$ cat config.mk
export PLATFORM = sky130hd
export DESIGN_NAME = clamped_half_step_stepper_sequencer
export DESIGN_NICKNAME = d
export VERILOG_FILES = /design/src/hdl/chss_pkg.sv /design/src/hdl/clamped_half_step_stepper_sequencer.sv
export SDC_FILE = /design/constraint.sdc
export NUM_CORES = 1
export LEC_CHECK = 0
export ABC_AREA = 1
export BUFFER_PORTS_ARGS = -buffer_cell sky130_fd_sc_hd__buf_2
export CORE_AREA = 4 4 149 151
export CTS_BUF_LIST = sky130_fd_sc_hd__clkbuf_16
export DETAILED_ROUTE_END_ITERATION = 10
export DIE_AREA = 0 0 153 155
export GPL_TIMING_DRIVEN = 0
export PLACE_DENSITY = 0.66
export SYNTH_ARGS = -nofsm -noshare
export SYNTH_HDL_FRONTEND = slang
export SYNTH_SLANG_ARGS = --single-unit
$ cat constraint.sdc
create_clock -name clk -period 9.4 [get_ports clk]
set_input_delay 1.88 -clock clk [delete_from_list [all_inputs] [get_ports clk]]
set_output_delay 1.88 -clock clk [all_outputs]
set_load 0.005 [all_outputs]
$ cat src/hdl/chss_pkg.sv
// shared types, codes and the half-step coil table for the stepper sequencer
package chss_pkg;

  localparam int unsigned DEGREE_W = 9;
  localparam int unsigned SWEEP_W  = 10;
  localparam int unsigned DELAY_W  = 16;
  localparam int unsigned PHASES   = 8;
  localparam int unsigned PHASE_W  = $clog2(PHASES);

  localparam logic [DEGREE_W-1:0] DEGREES_PER_TURN = 9'd360;
  localparam logic [DELAY_W-1:0]  STEP_DELAY_RESET = 16'd1000;
  localparam logic [DEGREE_W-1:0] MAX_ANGLE_RESET  = 9'd90;

  // floor(512 * deg / 360) == (deg * SWEEP_RECIP) >> SWEEP_SHIFT for deg up to 360
  localparam int unsigned         SWEEP_SHIFT = 15;
  localparam logic [15:0]         SWEEP_RECIP = 16'd46604;
  localparam int unsigned         PROD_W      = DEGREE_W + 16;

  typedef enum logic [1:0] {
    ACT_TICK    = 2'd0,
    ACT_MOVE    = 2'd1,
    ACT_ZERO    = 2'd2,
    ACT_RESTORE = 2'd3
  } action_t;

  typedef enum logic [1:0] {
    ST_OK         = 2'd0,
    ST_BAD_DEGREE = 2'd1,
    ST_BUSY       = 2'd2
  } status_t;

  typedef enum logic {
    CFG_STEP_DELAY = 1'b0,
    CFG_MAX_ANGLE  = 1'b1
  } cfg_index_t;

  typedef struct packed {
    logic [1:0]          action;
    logic [DEGREE_W-1:0] degree;
    logic                direction;
  } item_in_t;

  typedef struct packed {
    logic [3:0]          coils;
    logic                busy_res;
    logic [DEGREE_W-1:0] position;
    logic                zeroed;
    logic [1:0]          status;
  } item_out_t;

  // bit3 blue, bit2 pink, bit1 yellow, bit0 orange
  function automatic logic [3:0] phase_pattern(input logic [PHASE_W-1:0] idx);
    logic [3:0] pat;
    case (idx)
      3'd0:    pat = 4'd8;
      3'd1:    pat = 4'd12;
      3'd2:    pat = 4'd4;
      3'd3:    pat = 4'd6;
      3'd4:    pat = 4'd2;
      3'd5:    pat = 4'd3;
      3'd6:    pat = 4'd1;
      3'd7:    pat = 4'd9;
      default: pat = 4'd0;
    endcase
    return pat;
  endfunction

endpackage

$ cat src/hdl/clamped_half_step_stepper_sequencer.sv
// half-step stepper sequencer: command/tick decode, motion state and result register
//
// Usage: each request on the input channel carries an action (tick, move, zero,
// restore), a degree and a direction. Every accepted request yields exactly one
// result on the output channel with the coil drive bits, busy flag, kept
// position, parked flag and a status code.
// Ticks advance the running motion: each coil pattern is held for step_delay
// ticks. Move, zero and restore are refused with a busy status while a motion runs.
// The result of a request is registered: it is valid right after the edge that
// takes the request. One request is accepted every cycle while in_stall is low;
// the state update and the sweep count multiply sit before the result register.
// A stalled result stays in the output register; in_stall rises only while that
// register is full and out_stall is high, so the input side keeps moving otherwise.
// The configuration channel writes step_delay (index 0) and max_angle (index 1);
// cfg_ready is always high. Writes must be made while the block is idle; not checked.
// Synchronous reset puts the motor parked at angle 0 with all coils off,
// step_delay 1000 and max_angle 90, and empties the output register.
module clamped_half_step_stepper_sequencer
  import chss_pkg::*;
#(
  parameter int unsigned HOLD_COUNTER_WIDTH = 16
) (
  input  logic                clk,
  input  logic                rst,
  input  logic                in_valid,
  output logic                in_stall,
  input  item_in_t            in_data,
  output logic                out_valid,
  input  logic                out_stall,
  output item_out_t           out_data,
  input  logic                cfg_valid,
  output logic                cfg_ready,
  input  logic                cfg_index,
  input  logic [DELAY_W-1:0]  cfg_data
);

  localparam int unsigned HW = HOLD_COUNTER_WIDTH;
  localparam int unsigned CW = (HW > DELAY_W) ? HW : DELAY_W;
  localparam logic [HW-1:0] HOLD_MAX = {HW{1'b1}};

  // configuration
  logic [DELAY_W-1:0]  step_delay;
  logic [DEGREE_W-1:0] max_angle;

  // motion state
  logic [DEGREE_W-1:0] angle, angle_next;
  logic                parked, parked_next;
  logic [SWEEP_W-1:0]  sweeps_left, sweeps_left_next;
  logic [PHASE_W-1:0]  phase_index, phase_index_next;
  logic                reverse, reverse_next;
  logic [HW-1:0]       hold_count, hold_count_next;
  logic [3:0]          coil_state, coil_state_next;
  logic                off_at_end, off_at_end_next;
  logic                running, running_next;

  logic                accept;
  status_t             status;
  item_out_t           result;

  logic [CW-1:0]       eff_delay;
  logic [HW-1:0]       hold_inc;
  logic                last_phase;
  logic [SWEEP_W-1:0]  sweeps_dec;
  logic [DEGREE_W-1:0] limit;
  logic [DEGREE_W:0]   fwd_sum;
  logic [DEGREE_W-1:0] actual;
  logic                start;
  logic [DEGREE_W-1:0] mot_deg;
  logic                mot_back;
  logic                mot_off;
  logic [PROD_W-1:0]   prod;
  logic [SWEEP_W-1:0]  sweeps;
  logic [PHASE_W-1:0]  start_phase;

  assign cfg_ready = 1'b1;
  assign accept    = in_valid && !in_stall;
  assign in_stall  = out_valid && out_stall;

  always_ff @(posedge clk) begin
    if (rst) begin
      step_delay <= STEP_DELAY_RESET;
      max_angle  <= MAX_ANGLE_RESET;
    end else if (cfg_valid && cfg_ready) begin
      case (cfg_index)
        CFG_STEP_DELAY: step_delay <= cfg_data;
        CFG_MAX_ANGLE:  max_angle  <= cfg_data[DEGREE_W-1:0];
        default:        ;
      endcase
    end
  end

  // delay of 0 acts as 1, and saturates at what the hold counter can reach
  always_comb begin
    eff_delay = CW'(step_delay);
    if (step_delay == '0) begin
      eff_delay = CW'(1);
    end else if (CW'(step_delay) > CW'(HOLD_MAX)) begin
      eff_delay = CW'(HOLD_MAX);
    end
  end

  assign limit       = (max_angle > DEGREES_PER_TURN) ? DEGREES_PER_TURN : max_angle;
  assign hold_inc    = hold_count + HW'(1);
  assign last_phase  = reverse ? (phase_index == '0) : (phase_index == PHASE_W'(PHASES - 1));
  assign sweeps_dec  = (sweeps_left != '0) ? (sweeps_left - SWEEP_W'(1)) : sweeps_left;
  assign fwd_sum     = {1'b0, angle} + {1'b0, in_data.degree};

  // one shared multiply for the sweep count of any motion
  assign prod        = PROD_W'(mot_deg) * PROD_W'(SWEEP_RECIP);
  assign sweeps      = prod[SWEEP_SHIFT +: SWEEP_W];
  assign start_phase = mot_back ? PHASE_W'(PHASES - 1) : '0;

  always_comb begin
    angle_next       = angle;
    parked_next      = parked;
    sweeps_left_next = sweeps_left;
    phase_index_next = phase_index;
    reverse_next     = reverse;
    hold_count_next  = hold_count;
    coil_state_next  = coil_state;
    off_at_end_next  = off_at_end;
    running_next     = running;
    status           = ST_OK;
    start            = 1'b0;
    mot_deg          = angle;
    mot_back         = 1'b0;
    mot_off          = 1'b0;
    actual           = in_data.degree;

    if (accept) begin
      case (action_t'(in_data.action))
        ACT_TICK: begin
          if (running) begin
            if (CW'(hold_inc) < eff_delay) begin
              hold_count_next = hold_inc;
            end else begin
              hold_count_next = '0;
              if (last_phase && sweeps_dec == '0) begin
                sweeps_left_next = sweeps_dec;
                running_next     = 1'b0;
                if (off_at_end) begin
                  coil_state_next = 4'd0;
                end
              end else begin
                if (last_phase) begin
                  sweeps_left_next = sweeps_dec;
                end
                phase_index_next = reverse ? (phase_index - PHASE_W'(1))
                                           : (phase_index + PHASE_W'(1));
                coil_state_next  = phase_pattern(phase_index_next);
              end
            end
          end
        end
        ACT_MOVE: begin
          if (running) begin
            status = ST_BUSY;
          end else if (in_data.degree == '0 || in_data.degree > DEGREES_PER_TURN) begin
            status = ST_BAD_DEGREE;
          end else if (!in_data.direction) begin
            if (angle < limit) begin
              if (fwd_sum > {1'b0, limit}) begin
                actual = limit - angle;
              end
              angle_next  = angle + actual;
              parked_next = (angle_next == '0);
              start       = 1'b1;
              mot_deg     = actual;
            end
          end else begin
            if (angle != '0) begin
              if (in_data.degree > angle) begin
                actual = angle;
              end
              angle_next  = angle - actual;
              parked_next = (angle_next == '0);
              start       = 1'b1;
              mot_deg     = actual;
              mot_back    = 1'b1;
            end
          end
        end
        ACT_ZERO: begin
          if (running) begin
            status = ST_BUSY;
          end else begin
            parked_next = 1'b1;
            if (!parked && angle != '0) begin
              start    = 1'b1;
              mot_back = 1'b1;
              mot_off  = 1'b1;
            end else begin
              coil_state_next = 4'd0;
            end
          end
        end
        ACT_RESTORE: begin
          if (running) begin
            status = ST_BUSY;
          end else begin
            parked_next = 1'b0;
            if (parked && angle != '0) begin
              start   = 1'b1;
              mot_off = 1'b1;
            end else begin
              coil_state_next = 4'd0;
            end
          end
        end
        default: ;
      endcase

      if (start) begin
        if (sweeps == '0) begin
          if (mot_off) begin
            coil_state_next = 4'd0;
          end
        end else begin
          sweeps_left_next = sweeps;
          reverse_next     = mot_back;
          off_at_end_next  = mot_off;
          phase_index_next = start_phase;
          hold_count_next  = '0;
          coil_state_next  = phase_pattern(start_phase);
          running_next     = 1'b1;
        end
      end
    end
  end

  always_comb begin
    result.coils    = coil_state_next;
    result.busy_res = running_next;
    result.position = angle_next;
    result.zeroed   = parked_next;
    result.status   = status;
  end

  always_ff @(posedge clk) begin
    if (rst) begin
      angle       <= '0;
      parked      <= 1'b1;
      sweeps_left <= '0;
      phase_index <= '0;
      reverse     <= 1'b0;
      hold_count  <= '0;
      coil_state  <= 4'd0;
      off_at_end  <= 1'b0;
      running     <= 1'b0;
    end else begin
      angle       <= angle_next;
      parked      <= parked_next;
      sweeps_left <= sweeps_left_next;
      phase_index <= phase_index_next;
      reverse     <= reverse_next;
      hold_count  <= hold_count_next;
      coil_state  <= coil_state_next;
      off_at_end  <= off_at_end_next;
      running     <= running_next;
    end
  end

  // result register
  always_ff @(posedge clk) begin
    if (rst) begin
      out_valid <= 1'b0;
    end else if (accept) begin
      out_valid <= 1'b1;
    end else if (!out_stall) begin
      out_valid <= 1'b0;
    end
  end

  always_ff @(posedge clk) begin
    if (accept) begin
      out_data <= result;
    end
  end

endmodule

==> impl_summary.txt <==
----------------------------------------------------
[Clock network]
  CTS tree ... yes
  Number of buffers created by CTS ... 9
  CTS clk-pin slew, worst paths ... around 0.080 ns
  Clock H-tree levels ... 3
  Clock latency at the later pin of the worst-skew pair ... 0.36 ns
  Sinks on the clock net ... approximately 90
  Clock tree root buffer cell ... sky130_fd_sc_hd__clkbuf_16
  Number of buffers inserted by hold repair at cts ... 0
  Buffer levels on the longest clock path ... 2

[Worst setup path]
  Crit Path Max Fanout ... 10
  Slowest-stage cell, CP ... sky130_fd_sc_hd__fa_1
  Arr. time, crit path ... around 9.0 ns
  Type of element capturing the critical path ... flop
  Most common cell on crit path ... sky130_fd_sc_hd__nand2_1
  Worst Setup Start Kind ... input pin
  Required time worst endpoint ... around 9.5 ns
  Highest cell delay on the worst timing path ... 0.53 ns
  Kind of critical path ... input pin to flop
  Worst setup slack for register-to-register paths ... 1.50 ns

[STA]
  Slew at the pin closest to its max-slew limit ... ~0.8 ns
  Slew headroom ... 0.447
  Worst Slack Setup Final ... 0.482 ns
  Final Hold Violating Endpoints ... 0
  Layout Skew ... 0.0136 ns
  # setup viols final ... 0
  Count of pins over their slew limit ... 0
  Final Hold Slack ... ~0.47 ns
  Clock period minus final worst setup slack ... between 8 and 9 ns
  Maximum frequency from static timing analysis ... approximately 110 MHz
  Final worst path period share ... 0.949

[Floorplanning]
  Std-Cell Rows ... 53
  Initial standard-cell utilization of the core ... 0.491
  Die Footprint ... 0.0237 mm^2
  Std-Cell Core Area ... between 0.02 and 0.025 mm^2
  DIE WIDTH ... ~150 um
  Number of top-level pins ... between 50 and 60
  Die H ... around 160 um

[Place]
  DP Wirelength ... ~23000 um
  Placed cell count ... 1876
  Buffers added on ports ... 52
  Post-Place Cell Area ... ~0.011 mm^2
  Gpl congestion ... between 0.9 and 1
  Post-placement setup slack ... -0.669 ns

[Yosys]
  Area of the mapped netlist ... 0.0102 mm^2
  Number of instances in the synthesized netlist ... 1549
  Number of different library cells in the post-synthesis netlist ... 59
  Share of Yosys cell area claimed by the top area cell type ... 0.158
  Number of synthesized flops with an enable pin ... 17
  Fraction of synthesis flops using an asynchronous set or reset pin ... 0
  Leading cell type by number of instances after synthesis ... sky130_fd_sc_hd__nand2_1
  Synthesis warning total ... 0
  Sequential-to-total area share from yosys stat ... 0.191
  Top area cells in the synthesized netlist ... sky130_fd_sc_hd__ha_1 (16%), sky130_fd_sc_hd__nand2_1 (14%), sky130_fd_sc_hd__dfxtp_1 (14%)
  Synthesized area per cell ... 6.60 um^2
  Cell taking the most area after synthesis ... sky130_fd_sc_hd__ha_1
  Most common flop cell mapped by yosys ... sky130_fd_sc_hd__dfxtp_1
  Synthesized net count ... approximately 1700
  Post-synthesis sequential element count ... slightly below 90
  Commonest cells in the synthesized netlist ... sky130_fd_sc_hd__nand2_1 (389), sky130_fd_sc_hd__inv_1 (247), sky130_fd_sc_hd__ha_1 (129)

[Cells and area]
  Filler-free cell count of the finished design ... 1904
  Total of fill cells in the finished design ... 2080
  Fraction of layout instances using a drive strength above 1 ... 0.123
  Nets@finish ... 1813
  Antenna diode count ... 0
  Non-Filler Cell Area, Final ... roughly 0.011 mm^2
  Area added between synthesis and finish ... 12.0%

[Global route]
  Maximum number of pins on one net before global-route repair ... 27
  Number of antenna violations at the first check in global routing ... 0
  Number of global-route vias before repair ... between 9000 and 10000
  First-pass GRT wire length ... about 46000 um
  GRT Overall Usage ... 0.233
  Grt total ovfl ... 0

[Power and ir drop]
  Ratio of total power to cell area ... roughly 120 mW/mm^2
  Final Total Pwr ... roughly 1.4 mW
  Leakage ... between 5 and 6 nW
  Worst ir drop on vdd ... around 0.091 mV

[Drt]
  Routed wire length per instance ... 14.7 um
  Number of vias after detailed routing ... 10101
  Number of nets still failing antenna checks after routing ... 0
  Number of DRC markers in iteration 0 ... ~600
  Number of search-and-repair iterations in the first detailed-routing pass ... 5
  Detailed-route vias per instance ... between 5 and 6
  Total wire length after detailed routing ... about 28000 um
  Remaining DRCs ... 0

[Outcome]
  Result of the run ... complete, no violations

[Worst hold path]
  Worst min-delay path category ... flop to flop

[Job]
  Number of max-capacitance violations reported ... 0

----------------------------------------------------
-- cell families (layout without fill, tap and decap cells) --
family          after synthesis  count (layout)  synth area share
simple gates                692             692             0.295
buf+inv                     290             370             0.110
compound gates              279             279             0.159
fa+ha+maj                   155             155             0.209
flops                        89              89             0.191
xor+xnor                     43              43            0.0368
other cells                   1               1          0.000367
-- placed cells by master, fill, tap and decap left out, types with 22 or more instances in the layout --
master and instances:
sky130_fd_sc_hd__o21ai_0 72, sky130_fd_sc_hd__a21oi_1 101, sky130_fd_sc_hd__nor2_1 116, sky130_fd_sc_hd__nand2_2 31, sky130_fd_sc_hd__buf_2 53, sky130_fd_sc_hd__nand2_1 376, sky130_fd_sc_hd__ha_1 121, sky130_fd_sc_hd__nand3_1 92
sky130_fd_sc_hd__clkbuf_1 22, sky130_fd_sc_hd__fa_1 25, sky130_fd_sc_hd__xor2_1 32, sky130_fd_sc_hd__dfxtp_1 72, sky130_fd_sc_hd__inv_1 246
-- where the power goes --
| part | switching (mW) | total (mW) | internal (mW) |
|---|---|---|---|
| logic | 0.366 | 0.575 | 0.209 |
| clock network | 0.184 | 0.372 | 0.188 |
| registers | 0.0166 | 0.426 | 0.409 |
-- critical path, delay by kind of cell --
family	cells	cell delay, ns
adders and majority gates	8	3.01
and+or+nand+nor	22	2.09
AOI/OAI and AO/OA	8	0.99
buffers and inverters	8	0.71
xor gates and xnor gates	2	0.32
-- routing by layer --
metal	GRT usage	part of all wire	vias up
li1	-	-	5198
met1	0.314	0.46	4609
met2	0.398	0.47	251
met3	0.0239	0.049	43
met4	0.0713	0.023	0
met5	0	0	-
-- final timing paths --
kind                                     from            end  cells after the start
worst min register to register  hold_count[6]  hold_count[6]                      2
worst max register to register       angle[3]   out_data[13]                     48
worst min-delay path            hold_count[6]  hold_count[6]                      2
worst max-delay path               in_data[1]   out_data[13]                     48
-- sequential cells by signal, indices dropped and copies added (netlist names) --
register / flops
max_angle: 9
parked: 1
angle: 9
coil_state: 4
sweeps_left: 10
step_delay: 16
running: 1
out_valid: 1
out_data: 17
off_at_end: 1
phase_index: 3
reverse: 1
hold_count: 16
-- cell type report --
type	instances	area [um^2]	area share
well taps	275	344	0.0300
flip-flops and latches	89	1950	0.170
repair buffers	65	358	0.0312
plain buffers	30	150	0.0131
clock buffers	9	225	0.0197
clock inverters	7	72.6	0.00633
inverters	259	977	0.0853
multi-input cells	1170	7380	0.644
-- metrics by stage --
step,utilization,TNS [ns]
after global placement,0.520,-16.93
after floorplan,-,0
final,0.550,0
after detailed placement,0.520,-20.22
after CTS,0.538,0
after global routing,0.550,-0.0441
-- timing repair --
| item | CTS | global route |
|---|---|---|
| resized for setup | 9 | 57 |
| buffers inserted | 6 | 7 |
| endpoints found under the setup margin | 33 | 41 |
| pin swaps | 2 | 10 |
Power figures use the tool's default switching activity.
